**config.mk**
```make
export PLATFORM = sky130hd
export DESIGN_NAME = multichannel_switch_debounce
export DESIGN_NICKNAME = d
export VERILOG_FILES = /design/src/hdl/msd_pkg.sv /design/src/hdl/multichannel_switch_debounce.sv
export SDC_FILE = /design/constraint.sdc
export NUM_CORES = 1
export LEC_CHECK = 0
export BUFFER_PORTS_ARGS = -buffer_cell sky130_fd_sc_hd__buf_4
export CAP_MARGIN = 20
export CORE_MARGIN = 2
export CORE_UTILIZATION = 55
export CTS_BUF_LIST = sky130_fd_sc_hd__clkbuf_2 sky130_fd_sc_hd__clkbuf_4 sky130_fd_sc_hd__clkbuf_8
export DETAILED_ROUTE_END_ITERATION = 8
export GPL_TIMING_DRIVEN = 0
export PLACE_DENSITY = 0.75
export SYNTH_ARGS = -nofsm -noshare
export SYNTH_HDL_FRONTEND = slang
export SYNTH_SLANG_ARGS = --single-unit
```
**constraint.sdc**
```tcl
create_clock -name clock -period 8.78 [get_ports clock]
set_input_delay 0 -clock clock [delete_from_list [all_inputs] [get_ports clock]]
set_output_delay 0 -clock clock [all_outputs]
set_load 0.1 [all_outputs]
```
**src/hdl/msd_pkg.sv**
```systemverilog
// ----------------------------------------------------------------------------
// msd_pkg
// Widths, register map, item kinds and the result word type shared by the
// multichannel switch debounce filter and its checker.
// ----------------------------------------------------------------------------
package msd_pkg;

   localparam int MASK_W     = 24;
   localparam int CHAN_W     = 5;
   localparam int THR_W      = 10;
   localparam int DBC_W      = 4;
   localparam int GEN_W      = 32;
   localparam int CSR_DATA_W = 32;
   localparam int CSR_ADDR_W = 3;

   localparam logic [THR_W-1:0] THR_RESET = 10'd511;
   localparam logic [DBC_W-1:0] DBC_RESET = 4'd3;

   localparam logic REG_THRESHOLD = 1'b0;
   localparam logic REG_DEBOUNCE  = 1'b1;

   localparam logic KIND_SAMPLE = 1'b0;
   localparam logic KIND_COMMIT = 1'b1;

   typedef struct packed {
      logic              updated;
      logic [MASK_W-1:0] stable_closed;
      logic [MASK_W-1:0] valid_res;
      logic [MASK_W-1:0] changed;
      logic [GEN_W-1:0]  generation;
   } rsp_type;

endpackage

```
**src/hdl/multichannel_switch_debounce.sv**
```systemverilog
// ----------------------------------------------------------------------------
// multichannel_switch_debounce
// Counter-based debounce filter for a bank of switch inputs read through an
// ADC, with per-channel counters kept in a synchronous memory.
// ----------------------------------------------------------------------------
// Usage: the req channel carries one word per ADC sample (or a commit word
// that loads the debounced masks directly). A scan presents each channel
// once; its last word, and every commit word, produces one rsp word with the
// stable, valid and changed masks, the updated flag and the generation count.
// The csr port holds the closed threshold and the debounce count; write it
// only while no word is in flight.
// Throughput is one req word per cycle while req_ready is high. A word is
// accepted, its channel counter is read from the counter memory at that edge,
// and the next cycle modifies and writes it back; a write to the same channel
// in the cycle before is forwarded. rsp_valid for a resulting word rises once
// the update stage has pushed it into the output queue, which holds it for the receiver.
// A two-word output queue absorbs a stalled receiver; req_ready drops when
// the queued results plus the word in the update stage would fill it.
// Reset clears all masks, counters (through per-entry valid flags) and the
// generation count, and restores the register defaults.
// ----------------------------------------------------------------------------
module multichannel_switch_debounce #(
   parameter int CHANNELS = 24,
   parameter int ADC_BITS = 10
) (
   input  logic                               clock,
   input  logic                               reset,
   input  logic                               req_valid,
   output logic                               req_ready,
   input  logic                               req_kind,
   input  logic [msd_pkg::CHAN_W-1:0]         req_channel,
   input  logic [ADC_BITS-1:0]                req_adc_code,
   input  logic [msd_pkg::MASK_W-1:0]         req_fitted_mask,
   input  logic [msd_pkg::MASK_W-1:0]         req_closed_mask,
   input  logic                               req_first_of_scan,
   input  logic                               req_last_of_scan,
   output logic                               rsp_valid,
   input  logic                               rsp_ready,
   output logic                               rsp_updated,
   output logic [msd_pkg::MASK_W-1:0]         rsp_stable_closed,
   output logic [msd_pkg::MASK_W-1:0]         rsp_valid_res,
   output logic [msd_pkg::MASK_W-1:0]         rsp_changed,
   output logic [msd_pkg::GEN_W-1:0]          rsp_generation,
   input  logic                               csr_psel,
   input  logic                               csr_penable,
   input  logic                               csr_pwrite,
   input  logic [msd_pkg::CSR_ADDR_W-1:0]     csr_paddr,
   input  logic [msd_pkg::CSR_DATA_W-1:0]     csr_pwdata,
   output logic [msd_pkg::CSR_DATA_W-1:0]     csr_prdata,
   output logic                               csr_pready
);

   import msd_pkg::*;

   localparam int IDX_W = (CHANNELS > 1) ? $clog2(CHANNELS) : 1;
   localparam int CMP_W = (ADC_BITS > THR_W) ? ADC_BITS : THR_W;
   localparam logic [MASK_W-1:0] CHAN_MASK = (CHANNELS >= MASK_W) ? {MASK_W{1'b1}} :
      MASK_W'((64'd1 << CHANNELS) - 64'd1);

   logic [THR_W-1:0]    thr_ff;
   logic [DBC_W-1:0]    dbc_ff;
   logic                csr_wr;

   logic                req_fire;
   logic                s2_vld_ff;
   logic                s2_kind_ff;
   logic [CHAN_W-1:0]   s2_chan_ff;
   logic [ADC_BITS-1:0] s2_code_ff;
   logic [MASK_W-1:0]   s2_fitted_ff;
   logic [MASK_W-1:0]   s2_closed_ff;
   logic                s2_first_ff;
   logic                s2_last_ff;

   logic [DBC_W-1:0]    cnt_mem [CHANNELS];
   logic [DBC_W-1:0]    cnt_rd_ff;
   logic [CHANNELS-1:0] cnt_set_ff;
   logic [CHANNELS-1:0] cnt_set_in;
   logic                fwd_vld_ff;
   logic [IDX_W-1:0]    fwd_idx_ff;
   logic [DBC_W-1:0]    fwd_data_ff;

   logic [MASK_W-1:0]   cand_ff, cand_in;
   logic [MASK_W-1:0]   stable_ff, stable_in;
   logic [MASK_W-1:0]   valid_ff, valid_in;
   logic [MASK_W-1:0]   change_ff, change_in;
   logic                upd_ff, upd_in;
   logic [GEN_W-1:0]    gen_ff, gen_in;

   logic                wr_en;
   logic [IDX_W-1:0]    wr_idx;
   logic [DBC_W-1:0]    cnt_new;
   logic                push;

   rsp_type             q_ff [2];
   logic                q_wr_ptr_ff;
   logic                q_rd_ptr_ff;
   logic [1:0]          q_cnt_ff;
   logic                pop;
   logic [2:0]          occ;
   rsp_type             head;

   // Configuration port.
   assign csr_pready = 1'b1;
   assign csr_wr     = csr_psel && csr_penable && csr_pwrite;

   always_ff @(posedge clock) begin
      if (reset) begin
         thr_ff <= THR_RESET;
         dbc_ff <= DBC_RESET;
      end else if (csr_wr) begin
         unique case (csr_paddr[2])
            REG_THRESHOLD: thr_ff <= csr_pwdata[THR_W-1:0];
            REG_DEBOUNCE:  dbc_ff <= csr_pwdata[DBC_W-1:0];
            default: ;
         endcase
      end
   end

   always_comb begin
      unique case (csr_paddr[2])
         REG_THRESHOLD: csr_prdata = CSR_DATA_W'(thr_ff);
         REG_DEBOUNCE:  csr_prdata = CSR_DATA_W'(dbc_ff);
         default:       csr_prdata = '0;
      endcase
   end

   // Input stage: capture the word and read its channel counter.
   assign occ       = 3'(q_cnt_ff) + 3'(s2_vld_ff) - 3'(pop);
   assign req_ready = !reset && (occ < 3'd2);
   assign req_fire  = req_valid && req_ready;

   always_ff @(posedge clock) begin
      if (reset) begin
         s2_vld_ff <= 1'b0;
      end else begin
         s2_vld_ff <= req_fire;
      end
   end

   always_ff @(posedge clock) begin
      if (req_fire) begin
         s2_kind_ff   <= req_kind;
         s2_chan_ff   <= req_channel;
         s2_code_ff   <= req_adc_code;
         s2_fitted_ff <= req_fitted_mask;
         s2_closed_ff <= req_closed_mask;
         s2_first_ff  <= req_first_of_scan;
         s2_last_ff   <= req_last_of_scan;
      end
   end

   always_ff @(posedge clock) begin
      if (req_fire) begin
         cnt_rd_ff <= cnt_mem[req_channel[IDX_W-1:0]];
      end
      if (wr_en) begin
         cnt_mem[wr_idx] <= cnt_new;
      end
   end

   always_ff @(posedge clock) begin
      if (reset) begin
         cnt_set_ff <= '0;
         fwd_vld_ff <= 1'b0;
      end else begin
         cnt_set_ff <= cnt_set_in;
         fwd_vld_ff <= wr_en;
      end
   end

   always_ff @(posedge clock) begin
      fwd_idx_ff  <= wr_idx;
      fwd_data_ff <= cnt_new;
   end

   // Update stage: modify the counter and the channel masks.
   always_comb begin
      logic [MASK_W-1:0] fitted;
      logic [MASK_W-1:0] bit_v;
      logic [MASK_W-1:0] closed;
      logic [MASK_W-1:0] flips;
      logic [DBC_W-1:0]  cnt_old;
      logic              in_range;
      logic              obs;
      logic              cand_bit;

      fitted   = s2_fitted_ff & CHAN_MASK;
      bit_v    = MASK_W'(1) << s2_chan_ff;
      in_range = int'(s2_chan_ff) < CHANNELS;
      wr_idx   = s2_chan_ff[IDX_W-1:0];
      obs      = CMP_W'(s2_code_ff) <= CMP_W'(thr_ff);
      cand_bit = |(cand_ff & bit_v);
      closed   = s2_closed_ff & fitted;
      flips    = (stable_ff ^ closed) & fitted;

      if (fwd_vld_ff && (fwd_idx_ff == wr_idx)) begin
         cnt_old = fwd_data_ff;
      end else if (in_range && cnt_set_ff[wr_idx]) begin
         cnt_old = cnt_rd_ff;
      end else begin
         cnt_old = '0;
      end

      cand_in    = cand_ff;
      stable_in  = stable_ff;
      valid_in   = valid_ff;
      change_in  = change_ff;
      upd_in     = upd_ff;
      gen_in     = gen_ff;
      cnt_new    = cnt_old;
      cnt_set_in = cnt_set_ff;
      wr_en      = 1'b0;
      push       = 1'b0;

      if (s2_vld_ff) begin
         if (s2_kind_ff == KIND_COMMIT) begin
            cand_in   = closed;
            change_in = '0;
            upd_in    = 1'b0;
            if (valid_ff != fitted) begin
               stable_in = closed;
               valid_in  = fitted;
               upd_in    = 1'b1;
            end else if (flips != '0) begin
               stable_in = closed;
               change_in = flips;
               upd_in    = 1'b1;
            end
            push = 1'b1;
         end else begin
            if (s2_first_ff) begin
               change_in = '0;
               upd_in    = 1'b0;
            end
            if (in_range) begin
               wr_en              = 1'b1;
               cnt_set_in[wr_idx] = 1'b1;
               if ((fitted & bit_v) == '0) begin
                  cnt_new   = '0;
                  cand_in   = cand_in & ~bit_v;
                  stable_in = stable_in & ~bit_v;
                  valid_in  = valid_in & ~bit_v;
               end else begin
                  if ((cnt_old == '0) || (cand_bit != obs)) begin
                     cand_in = obs ? (cand_in | bit_v) : (cand_in & ~bit_v);
                     cnt_new = DBC_W'(1);
                  end else if (cnt_old < dbc_ff) begin
                     cnt_new = cnt_old + DBC_W'(1);
                  end
                  if (cnt_new >= dbc_ff) begin
                     if (!(|(valid_ff & bit_v))) begin
                        stable_in = obs ? (stable_in | bit_v) : (stable_in & ~bit_v);
                        valid_in  = valid_in | bit_v;
                        upd_in    = 1'b1;
                     end else if (|(stable_ff & bit_v) != obs) begin
                        stable_in = obs ? (stable_in | bit_v) : (stable_in & ~bit_v);
                        change_in = change_in | bit_v;
                        upd_in    = 1'b1;
                     end
                  end
               end
            end
            if (s2_last_ff) begin
               cand_in   = cand_in & fitted;
               stable_in = stable_in & fitted;
               valid_in  = valid_in & fitted;
               change_in = change_in & fitted;
               push      = 1'b1;
            end
         end
         if (push && upd_in) begin
            gen_in = gen_ff + GEN_W'(1);
         end
      end
   end

   always_ff @(posedge clock) begin
      if (reset) begin
         cand_ff   <= '0;
         stable_ff <= '0;
         valid_ff  <= '0;
         change_ff <= '0;
         upd_ff    <= 1'b0;
         gen_ff    <= '0;
      end else begin
         cand_ff   <= cand_in;
         stable_ff <= stable_in;
         valid_ff  <= valid_in;
         change_ff <= change_in;
         upd_ff    <= upd_in;
         gen_ff    <= gen_in;
      end
   end

   // Output queue.
   assign pop  = rsp_valid && rsp_ready;
   assign head = q_ff[q_rd_ptr_ff];

   always_ff @(posedge clock) begin
      if (reset) begin
         q_wr_ptr_ff <= 1'b0;
         q_rd_ptr_ff <= 1'b0;
         q_cnt_ff    <= '0;
      end else begin
         if (push) begin
            q_wr_ptr_ff <= !q_wr_ptr_ff;
         end
         if (pop) begin
            q_rd_ptr_ff <= !q_rd_ptr_ff;
         end
         q_cnt_ff <= q_cnt_ff + 2'(push) - 2'(pop);
      end
   end

   always_ff @(posedge clock) begin
      if (push) begin
         q_ff[q_wr_ptr_ff] <= '{updated:       upd_in,
                                stable_closed: stable_in,
                                valid_res:     valid_in,
                                changed:       change_in,
                                generation:    gen_in};
      end
   end

   assign rsp_valid         = q_cnt_ff != '0;
   assign rsp_updated       = head.updated;
   assign rsp_stable_closed = head.stable_closed;
   assign rsp_valid_res     = head.valid_res;
   assign rsp_changed       = head.changed;
   assign rsp_generation    = head.generation;

endmodule

```
Word-level counts from Yosys, hierarchy flattened
Memory sizes are Yosys's and may differ from the RTL's. A register that Yosys moved wholly into a read port is not among the register bits.
Cells that the tools add are included.
{ "op_classes": {"add_sub_neg": 6, "n_mul": 0, "div": 0, "magnitude_cmp": 7, "eq_ne": 4, "shifts": 1, "n_mux": 89, "n_bitwise": 22, "n_reduce_logical": 23} }
{ "op_table": {"columns": ["op", "count"], "rows": [
  ["24-bit two-way mux", 46],
  ["24-bit AND", 13],
  ["24-bit OR", 5],
  ["24-bit OR reduction", 3],
  ["32-bit two-way mux", 2],
  ["32-bit case mux with 2 select lines", 1],
  ["4-bit two-way mux", 12],
  ["32-bit by 1-bit adder with 32-bit output (second input constant)", 1],
  ["1-bit two-way mux", 26],
  ["24-bit zero test", 1],
  ["24-bit inequality test", 1],
  ["24-bit NOT", 1],
  ["24-bit nonzero test", 1],
  ["1-bit by 5-bit left shift with 24-bit output (first input constant)", 1],
  ["24-bit bitwise XOR", 1],
  ["10-bit less-or-equal comparator", 1],
  ["1-bit logical AND", 9],
  ["5-bit by 6-bit < comparator with 1-bit output (second input constant)", 1],
  ["1-bit binary-select mux with 5-bit select", 1],
  ["1-bit demux with 5-bit select", 1],
  ["5-bit == test", 1],
  ["5-bit by 1-bit greater-or-equal comparator with 1-bit output (second input constant)", 1],
  ["5-bit < comparator (second input constant)", 1],
  ["4-bit by 1-bit adder with 4-bit output (second input constant)", 1],
  ["15 further kinds", 20]
]} }
{ "totals": {"regBits": 248, "latchBits": 0, "ram_bits": 306, "romBits": 0, "output_inout_bits": 140, "wordCells": 177, "mem_count": 2} }
{ "mem_list": {"columns": ["name", "words", "word_bits", "read_ports", "rd_ports_with_merged_regs", "wr", "line", "source"], "rows": [
  ["q_ff", 2, 105, 1, 1, 1, "multichannel_switch_debounce.sv:94", "rsp_type q_ff [2];"],
  ["cnt_mem", 24, 4, 1, 1, 1, "multichannel_switch_debounce.sv:74", "logic [DBC_W-1:0] cnt_mem [CHANNELS];"]
]} }

Depth between registers and ports, before layout
Gate-level depths: netlist of run 1.
{ "depth": {"word_depth": 22, "mapped_depth": 27, "ltp_nobuf": 22} }

Worst setup path before layout of run 1
Ideal clock, no wire load.
{ "synth_timing": {"path_type": "reg2reg", "start": "register s2_vld_ff", "end": "memory q_ff[1][0] (netlist name), enable pin", "setup_time_ps": 570, "t_arrival_ps": 5076, "required_time_ps": 8210, "path_slack_ps": 3134, "stages_incl_launch_ff": 4, "n_path_buf": 1, "period_less_slack_ps": 5646, "cell_sequence": "dfxtp_1 > clkbuf_1 > o21ai_1 > nor2_1"} }
{ "synth_between": {"elab_chain_cells": 3} }
{ "synth_rtl": {"columns": ["element", "line", "source"], "rows": [
  ["from (decl)", "multichannel_switch_debounce.sv:65", "logic s2_vld_ff;"],
  ["from (signal assigned)", "multichannel_switch_debounce.sv:136", "s2_vld_ff <= req_fire;"],
  ["1-bit two-way mux", "multichannel_switch_debounce.sv:215", "if (s2_vld_ff) begin"],
  ["1-bit two-way mux", "multichannel_switch_debounce.sv:316", "if (push) begin"],
  ["1-bit two-way mux (not written as such)", "multichannel_switch_debounce.sv:317", "q_ff[q_wr_ptr_ff] <= '{updated: upd_in,"],
  ["to (decl)", "multichannel_switch_debounce.sv:94", null]
]} }
Every way passes these cells.

Final worst setup path of run 1
{ "layout_timing": {"start": "register s2_chan_ff[1]", "end": "memory q_ff[0][79] (netlist name), data pin"} }
{ "layout_between": {"elab_chain_cells": 22} }
{ "layout_rtl": {"columns": ["element", "line", "source"], "rows": [
  ["from (decl)", "multichannel_switch_debounce.sv:67", "logic [CHAN_W-1:0] s2_chan_ff;"],
  ["from (signal assigned)", "multichannel_switch_debounce.sv:143", "s2_chan_ff <= req_channel;"],
  ["1-bit binary-select mux with 5-bit select", "multichannel_switch_debounce.sv:198", "end else if (in_range && cnt_set_ff[wr_idx]) begin"],
  ["1-bit two-way mux (not written as such)", "multichannel_switch_debounce.sv:198", null],
  ["1-bit logical AND", "multichannel_switch_debounce.sv:198", null],
  ["4-bit two-way mux", "multichannel_switch_debounce.sv:198", null],
  ["4-bit two-way mux", "multichannel_switch_debounce.sv:196", "if (fwd_vld_ff && (fwd_idx_ff == wr_idx)) begin"],
  ["4-bit by 1-bit adder with 4-bit output, or another cell as far along", "multichannel_switch_debounce.sv:248", "cnt_new = cnt_old + DBC_W'(1);"],
  ["4-bit two-way mux / 1-bit logical OR (equally long branches)", "multichannel_switch_debounce.sv:247, multichannel_switch_debounce.sv:244", null],
  ["4-bit two-way mux", "multichannel_switch_debounce.sv:244", "if ((cnt_old == '0) || (cand_bit != obs)) begin"],
  ["(+7 left out)", null, null],
  ["24-bit two-way mux *", "multichannel_switch_debounce.sv:235", "if (in_range) begin"],
  ["24-bit two-way mux *", "multichannel_switch_debounce.sv:216", "if (s2_kind_ff == KIND_COMMIT) begin"],
  ["24-bit two-way mux *", "multichannel_switch_debounce.sv:215", null],
  ["24-bit AND", "multichannel_switch_debounce.sv:266", "valid_in = valid_in & fitted;"],
  ["24-bit two-way mux *", "multichannel_switch_debounce.sv:263", "if (s2_last_ff) begin"],
  ["24-bit two-way mux *", "multichannel_switch_debounce.sv:216", null],
  ["24-bit two-way mux *", "multichannel_switch_debounce.sv:215", null],
  ["via valid_in[23]", "multichannel_switch_debounce.sv:84", "logic [MASK_W-1:0] valid_ff, valid_in;"]
]} }
The timed path passes the listed nets; every way through them passes the cells marked *. The select of a mux whose other input is x is not followed.

==> results of run 1 <==
## cells by family after synthesis
| family | after synthesis | synth area share |
|---|---|---|
| multiplexers | 182 | 0.0921 |
| buffers and inverters | 220 | 0.0366 |
| AND/OR/NAND/NOR | 716 | 0.138 |
| AO/OA/AOI/OAI | 456 | 0.122 |
| XOR/XNOR | 82 | 0.0274 |
| adder cells (fa/ha/maj) | 24 | 0.0118 |
| flip-flops | 559 | 0.571 |
| other | 2 | 0.000287 |
## path summary, 6_finish.rpt
check                           cells past startpoint                startpoint                  endpoint  slack, ns
worst max-delay path                               25   s2_chan_ff[1]$_DFFE_PP_     q_ff[0][79]$_DFFE_PP_       0.94
worst min-delay path                                2            req_channel[2]   s2_chan_ff[2]$_DFFE_PP_       0.02
worst max register to register                     25   s2_chan_ff[1]$_DFFE_PP_     q_ff[0][79]$_DFFE_PP_       0.94
worst min register to register                      2  q_wr_ptr_ff$_SDFFE_PP0P_  q_wr_ptr_ff$_SDFFE_PP0P_       0.46
## state kept, by name, indices dropped and copies added, names as in the netlist, 2 cells and up, named ones only
register and count:
dbc_ff 4, cnt_mem 96, change_ff 24, cnt_set_ff 24, s2_code_ff 10, s2_chan_ff 5, thr_ff 10, cand_ff 24
q_ff 210, gen_ff 32, s2_closed_ff 24, q_cnt_ff 2, valid_ff 24, cnt_rd_ff 4, s2_fitted_ff 24, fwd_data_ff 4
stable_ff 24, fwd_idx_ff 5
## stage by stage
step	setup WS, ns	hold WS, ns	util
after floorplan	3.13	0.0989	-
after CTS	1.18	0.0000295	0.680
after global routing	0.833	0.00629	0.680
after global placement	0.440	0.178	0.610
after detailed placement	1.21	0.179	0.615
final	0.939	0.0163	0.680
## final cells by class
cell class                 count  area share
antenna                        2    0.000157
tap                          607      0.0239
clock buffer                 135      0.0515
clock inverter                32     0.00936
timing repair buffer         320      0.0876
buffer                       164      0.0235
sequential                   559       0.470
inverter                      56     0.00669
multi-input combinational   1483       0.327
## worst reg2reg max path, stage by stage, from the launching register on
cell and delay (ns):
sky130_fd_sc_hd__edfxtp_1 0.42, sky130_fd_sc_hd__buf_2 0.29, sky130_fd_sc_hd__buf_2 0.36, sky130_fd_sc_hd__buf_2 0.38, sky130_fd_sc_hd__mux4_2 0.37, sky130_fd_sc_hd__a211oi_1 0.42, sky130_fd_sc_hd__nor3_1 0.16, sky130_fd_sc_hd__a22oi_1 0.31
sky130_fd_sc_hd__inv_1 0.16, sky130_fd_sc_hd__ha_1 0.23, sky130_fd_sc_hd__nor4b_1 0.36, sky130_fd_sc_hd__nand2_1 0.10, sky130_fd_sc_hd__o22ai_1 0.46, sky130_fd_sc_hd__xnor2_1 0.19, sky130_fd_sc_hd__and2_1 0.23, sky130_fd_sc_hd__ha_1 0.25
sky130_fd_sc_hd__nand2b_1 0.13, sky130_fd_sc_hd__a21o_1 0.18, sky130_fd_sc_hd__a21o_1 0.19, sky130_fd_sc_hd__a21o_1 0.35, sky130_fd_sc_hd__nand3_1 0.31, sky130_fd_sc_hd__clkbuf_1 0.49, sky130_fd_sc_hd__clkbuf_1 0.52, sky130_fd_sc_hd__o21ai_0 0.15
sky130_fd_sc_hd__o2111ai_1 0.25, sky130_fd_sc_hd__nand3_1 0.26
## where the power goes
| group | internal (mW) | switching (mW) | total (mW) |
|---|---|---|---|
| combinational | 0.991 | 3.40 | 4.39 |
| clock | 1.35 | 1.09 | 2.43 |
| sequential | 3.26 | 0.289 | 3.55 |
| total | 5.60 | 4.78 | 10.4 |
## repair_timing
| action | CTS | global route |
|---|---|---|
| endpoints found under the hold margin | 123 | 0 |
| hold buffers | 110 | 0 |
| setup endpoints to repair | 0 | 0 |
## Yosys cell counts (20+ instances only)
master | instances | share of area
sky130_fd_sc_hd__nand2_1 | 172 | 0.025
sky130_fd_sc_hd__mux4_2 | 34 | 0.029
sky130_fd_sc_hd__dfxtp_1 | 183 | 0.14
sky130_fd_sc_hd__edfxtp_1 | 376 | 0.43
sky130_fd_sc_hd__mux2_2 | 118 | 0.051
sky130_fd_sc_hd__o21a_1 | 46 | 0.013
sky130_fd_sc_hd__and2_1 | 83 | 0.020
sky130_fd_sc_hd__nor2_1 | 159 | 0.023
sky130_fd_sc_hd__inv_1 | 54 | 0.0077
sky130_fd_sc_hd__buf_2 | 20 | 0.0038
sky130_fd_sc_hd__a22oi_1 | 21 | 0.0060
sky130_fd_sc_hd__a31oi_1 | 35 | 0.0084
sky130_fd_sc_hd__xnor2_1 | 22 | 0.0074
sky130_fd_sc_hd__ha_1 | 23 | 0.011
sky130_fd_sc_hd__nor2b_1 | 23 | 0.0055
sky130_fd_sc_hd__a21oi_1 | 82 | 0.016
sky130_fd_sc_hd__and3_1 | 48 | 0.011
sky130_fd_sc_hd__xor2_1 | 60 | 0.020
sky130_fd_sc_hd__nand3_1 | 57 | 0.011
sky130_fd_sc_hd__o21ai_0 | 56 | 0.011
sky130_fd_sc_hd__nor3_1 | 65 | 0.012
sky130_fd_sc_hd__buf_4 | 26 | 0.0075
sky130_fd_sc_hd__clkbuf_1 | 101 | 0.014
sky130_fd_sc_hd__nand4_1 | 25 | 0.0060
## metal layers
| metal | share of wire | wire length, um | vias up | GRT usage |
|---|---|---|---|---|
| met5 | 0.00011 | 12 | - | 0 |
| met4 | 0.067 | 7370 | 2 | 0.255 |
| met3 | 0.11 | 12500 | 417 | 0.124 |
| met2 | 0.45 | 49000 | 1818 | 0.678 |
| met1 | 0.37 | 40500 | 11000 | 0.554 |
| li1 | - | - | 9256 | - |
==> impl_results.md, run 1 <==
* Result of the run: complete, no violations
* Post-synthesis instance total at 2241
* I/O pin count at 248
* Required time at the endpoint of the critical path at 9.16 ns
* Most common cell after layout, fill and taps aside: sky130_fd_sc_hd__edfxtp_1
* Setup repair after global routing missed its margin: no
* Clock skew after layout at 0.0356 ns
* Final slew viol count at 0
* Die width at 222 um
* Most frequent cells in the layout: 376 x sky130_fd_sc_hd__edfxtp_1, 227 x sky130_fd_sc_hd__buf_4, 183 x sky130_fd_sc_hd__dfxtp_1
* Pwr Total at 10.4 mW
* Initial cell density of the core at 0.560
* First-pass GRT wire length at 155000 um
* Number of instances resized during post-cts repair at 0
* Largest fanout of any net on the critical path at 10
* Setup TNS after final layout at 0 ns
* Skew-Pair Late Insertion Delay at 0.72 ns
* Setup Fix Bufs, Post-CTS at 0
* Number of enable flip-flop cells after synthesis at 376
* Clock sink total at 559
* Fin nets at 2806
* Num rows at 79
* DIE AREA at 49400 um^2
* Final Routed Wirelength at 109000 um
* Clock tree from TritonCTS: done
* Htree depth at 3
* Clock Path Buffers at 3
* Total GRT Usage at 0.438
* Initial DRC count at 3133
* Fin. Hold Viols at 0
* Routed vias at 22500
* Combined buffer and inverter count along the critical path at 6
* Clock transition time at the flip-flop clock pins of the worst setup and hold paths at 0.07 ns
* Number of warning messages in the yosys log at 0
* Proportion of layout cells with a drive suffix above 1 at 0.215
* Die Y-Extent at 222 um
* Peak supply drop at 204 uV
* Count of TritonRoute iterations in the first routing pass at 7
* Area added between synthesis and finish at 21.5%
* Share of flip-flops with an asynchronous set or reset at 0
* Final-report setup violation count at 0
* Initial antenna violation count at 4
* Largest net degree at the start of global routing at 71
* Cell area after synthesis at 26200 um^2
* Via count of the first global-routing pass at 22300
* Number of buffer cells added on primary ports at 199
* Routability congestion estimate at 1.08
* Standard cell with the maximum stage delay on the critical path: sky130_fd_sc_hd__clkbuf_1
* Type of the setup path with the least slack: register to register
* Fill cell total of the finished layout at 3212
* Total DRC errors in the routed layout at 0
* Placed Area at 28800 um^2
* Cell leakage power at 11.7 nW
* Max incr delay on CP at 0.51 ns
* Average via count per standard cell at 6.71
* Worst Tran Pin Value at 1.29 ns
* Final design instance area without fill at 31800 um^2
* Inserted Clock Buffers at 90
* Total area of multi-input combinational cells at 10400 um^2
* Final worst path period need at 7.84 ns
* Placed Cells at 3078
* Worst setup SP type: register
* CTS root buffer: sky130_fd_sc_hd__clkbuf_8
* Upper clock frequency limit at 128 MHz
* Sequential element share of the synthesized area at 0.571
* Top FF cell, synth: sky130_fd_sc_hd__edfxtp_1
* Sequential cell area in the final layout at 15000 um^2
* Pwr Density at 326 nW/um^2
* Post-route antenna net violation count at 0
* Final cycle utilization of the critical path at 0.893
* Post-DR wirelength/cell at 32.6 um
* FF+latch count, synth at 559
* Syn_area_per_cell at 11.7 um^2
* Max-slew headroom at 0.131
* Grt total ovfl at 0
* Synth cell types at 85
* Area of the placeable core at 46800 um^2
* Family with the most delay on the worst path: compound AO/OA/AOI/OAI gates
* Worst Path Arrival at 8.22 ns
* Crit path capture type: register
* Max-Cap Viols at 0
* Half-perimeter wire length after detailed placement at 77800 um
* Fin cells at 3358
* Path type of the worst min-delay path: primary input to register
Power figures use the tool's default switching activity.
==> inputs of run 2 (changes only) <==
--- a/config.mk
+++ b/config.mk
@@ -12,7 +12,7 @@
 export CTS_BUF_LIST = sky130_fd_sc_hd__clkbuf_2 sky130_fd_sc_hd__clkbuf_4 sky130_fd_sc_hd__clkbuf_8
 export DETAILED_ROUTE_END_ITERATION = 8
 export GPL_TIMING_DRIVEN = 0
-export PLACE_DENSITY = 0.75
+export PLACE_DENSITY = 0.76
 export SYNTH_ARGS = -nofsm -noshare
 export SYNTH_HDL_FRONTEND = slang
 export SYNTH_SLANG_ARGS = --single-unit
==> run 2 against run 1 <==
  * The flow now finishes with violations (hold timing)
  * Critical path depth down 1
  * Largest power group unchanged
  * Register-to-register slack worse by 0.36 ns
  * Core utilization up 0.71 points
  * Count of clock-buffer cells in the layout down 13
  * Combinational power up 2%
  * Maximum frequency down 4.4%
  * Non-clock buffer count up 32
  * Worst hold slack worse by 0.018 ns
  * Sequential share of layout area down 0.49 points
  * Routed wire length up 8.5%
  * Design area up 1.0%
==> impl_results.md, run 2 (synthesized netlist as in run 1, its figures left out) <==
* Max-Cap Viols at 0
* Die width at 222 um
* Htree depth at 3
* Grt total ovfl at 0
* Chain of cells forming the critical path: buf_2 -> buf_2 -> buf_2 -> mux4_2 -> a211oi_1 -> nor3_1 -> a22oi_1 -> inv_1 -> ha_1 -> nor4b_1 -> nand2_1 -> o22ai_1 -> xnor2_1 -> and2_1 -> ha_1 -> nand2b_1 -> a21o_1 -> a21o_1 -> a21o_1 -> o211ai_1 -> nand4_1 -> a211oi_1 -> nor4b_1 -> nor3_1
* Reg power frac at 0.336
* Skew-Pair Late Insertion Delay at 0.77 ns
* Pwr Density at 330 nW/um^2
* Fin nets at 2839
* Number of stages on the worst hold path at 2
* Largest register by flop count: q_ff
* Combined buffer and inverter count along the critical path at 4
* Via count of the first global-routing pass at 22900
* Count of TritonRoute iterations in the first routing pass at 6
* Setup repair after global routing missed its margin: no
* CTS root buffer: sky130_fd_sc_hd__clkbuf_8
* Fin. Hold Viols at 1
* Global route hottest layer: met2
* Final Routed Wirelength at 119000 um
* Reg-to-Reg End: q_ff[0][80]$_DFFE_PP_
* Setup TNS after final layout at 0 ns
* Most common cell after layout, fill and taps aside: sky130_fd_sc_hd__edfxtp_1
* Met2 layer usage reported by global route at 0.697
* P_sw at 4.98 mW
* First-pass GRT wire length at 165000 um
* Launch point of the worst reg-to-reg path: s2_chan_ff[1]$_DFFE_PP_
* Most frequent cells in the layout: 376 x sky130_fd_sc_hd__edfxtp_1, 234 x sky130_fd_sc_hd__buf_4, 183 x sky130_fd_sc_hd__dfxtp_1
* Die Y-Extent at 222 um
* Final-report setup violation count at 0
* Largest net degree at the start of global routing at 76
* Power Internal at 5.62 mW
* Final cycle utilization of the critical path at 0.934
* Clock skew after layout at 0.0652 ns
* GRT met1 Usage at 0.599
* Routed vias at 23500
* Clock Path Buffers at 3
* Num rows at 79
* Final slew viol count at 0
* Largest fanout of any net on the critical path at 10
* Peak supply drop at 256 uV
* Crit path capture type: register
* Number of instances resized during post-cts repair at 0
* Initial antenna violation count at 3
* Result of the run: finished, violations left
* Hold Slack at -0.00170 ns
* Post-DR wirelength/cell at 34.9 um
* Comb power frac at 0.424
* Final worst path period need at 8.20 ns
* Cell leakage power at 11.9 nW
* Initial cell density of the core at 0.560
* Post-route antenna net violation count at 0
* Number of cell instances on the worst register-to-register path at 24
* Inserted Clock Buffers at 91
* Area added between synthesis and finish at 22.7%
* Final core occ at 0.687
* Path type of the worst min-delay path: primary input to register
* Fraction of power spent switching nets at 0.470
* Regs by FF count: q_ff (210), cnt_mem (96), gen_ff (32)
* Max incr delay on CP at 0.78 ns
* Worst Tran Pin Value at 1.32 ns
* Average via count per standard cell at 6.93
* Worst setup SP type: register
* Total GRT Usage at 0.472
* Largest register FFs at 210
* Family with the most delay on the worst path: simple AND/OR/NAND/NOR gates
* DIE AREA at 49400 um^2
* Standard cell with the maximum stage delay on the critical path: sky130_fd_sc_hd__nor3_1
* Total DRC errors in the routed layout at 0
* Failing checks: hold timing
* R2r setup slk at 0.58 ns
* Placed Cells at 3087
* Met3 routing resource usage after global routing at 0.141
* Endpoint of the worst hold-timing path: s2_fitted_ff[20]$_DFFE_PP_
* Routability congestion estimate at 1.06
* Power share of the clock group at 0.240
* Proportion of layout cells with a drive suffix above 1 at 0.214
* Clock tree from TritonCTS: done
* Required time at the endpoint of the critical path at 9.17 ns
* Max-slew headroom at 0.120
* I/O pin count at 248
* Half-perimeter wire length after detailed placement at 81500 um
* Clock sink total at 559
* Upper clock frequency limit at 122 MHz
* Number of buffer cells added on primary ports at 199
* Worst Path Arrival at 8.59 ns
* Fill cell total of the finished layout at 3165
* Count of cell instances traversed by the critical path at 24
* Fin cells at 3397
* Start point of the worst min-delay path: req_fitted_mask[20]
* Clock transition time at the flip-flop clock pins of the worst setup and hold paths at 0.08 ns
* Initial DRC count at 3874
* Area of the placeable core at 46800 um^2
* Type of the setup path with the least slack: register to register
[run 2: changes by cell type in the layout (fill, tap and decap cells not counted), moves of 3 or more]
cell	previous run	this run
sky130_fd_sc_hd__dlygate4sd3_1	110	130
sky130_fd_sc_hd__clkbuf_4	36	22
sky130_fd_sc_hd__clkinv_1	13	26
sky130_fd_sc_hd__buf_4	227	234
sky130_fd_sc_hd__buf_6	1	6
sky130_fd_sc_hd__clkinvlp_4	6	2
sky130_fd_sc_hd__clkinv_2	9	12
[run 2: worst max-delay path by stage]
stage | startpoint | end | slack [ns]
global route | s2_chan_ff[1]$_DFFE_PP_ | valid_ff[11]$_SDFF_PP0_ | 0.36
detailed placement | s2_chan_ff[1]$_DFFE_PP_ | q_ff[0][80]$_DFFE_PP_ | 1.17
floorplan | s2_vld_ff$_SDFF_PP0_ | q_ff[1][0]$_DFFE_PP_ | 3.13
global placement | s2_vld_ff$_SDFF_PP0_ | q_ff[1][82]$_DFFE_PP_ | 0.81
finish | s2_chan_ff[1]$_DFFE_PP_ | q_ff[0][80]$_DFFE_PP_ | 0.58
CTS | s2_chan_ff[1]$_DFFE_PP_ | q_ff[0][80]$_DFFE_PP_ | 1.01
[run 2: final cells by class]
cell class              count  area (um^2)  area share
clock buffers             122         1540      0.0480
multi-input cells        1483        10400       0.324
well taps                 607          759      0.0236
flip-flops and latches    559        15000       0.465
plain buffers             164          747      0.0232
inverters                  56          213     0.00662
repair buffers            352         3070      0.0957
clock inverters            50          425      0.0132
diodes                      4         10.0    0.000311
[run 2: routing by layer]
metal  vias to the layer above  routed length [um]
met5                         -                  12
met1                     11400               42400
li1                       9354                   -
met2                      2229               50600
met4                         2               10100
met3                       583               15400
[run 2: metrics by stage]
stage | setup WS (ns) | area, um^2 | power (mW)
after CTS | 1.01 | 32100 | 10.3
after detailed placement | 1.17 | 28800 | 7.81
after global routing | 0.364 | 32100 | 10.7
final | 0.580 | 32100 | 10.6
after global placement | 0.812 | 28500 | 7.73
after floorplan | 3.13 | 26300 | 6.33
[run 2: timing repair]
action / in CTS / in global routing
endpoints found under the hold margin: 107 / 2
buffers inserted: 0 / 0
hold buffers: 128 / 2
[run 2: power groups by stage]
stage | combinational (mW) | sequential [mW] | clock, mW
3_5_place_dp | 4.24 | 3.58 | 0
5_1_grt | 4.54 | 3.56 | 2.62
3_3_place_gp | 4.13 | 3.60 | 0
6_report | 4.49 | 3.56 | 2.54
2_1_floorplan | 2.88 | 3.45 | 0
4_1_cts | 4.30 | 3.53 | 2.48
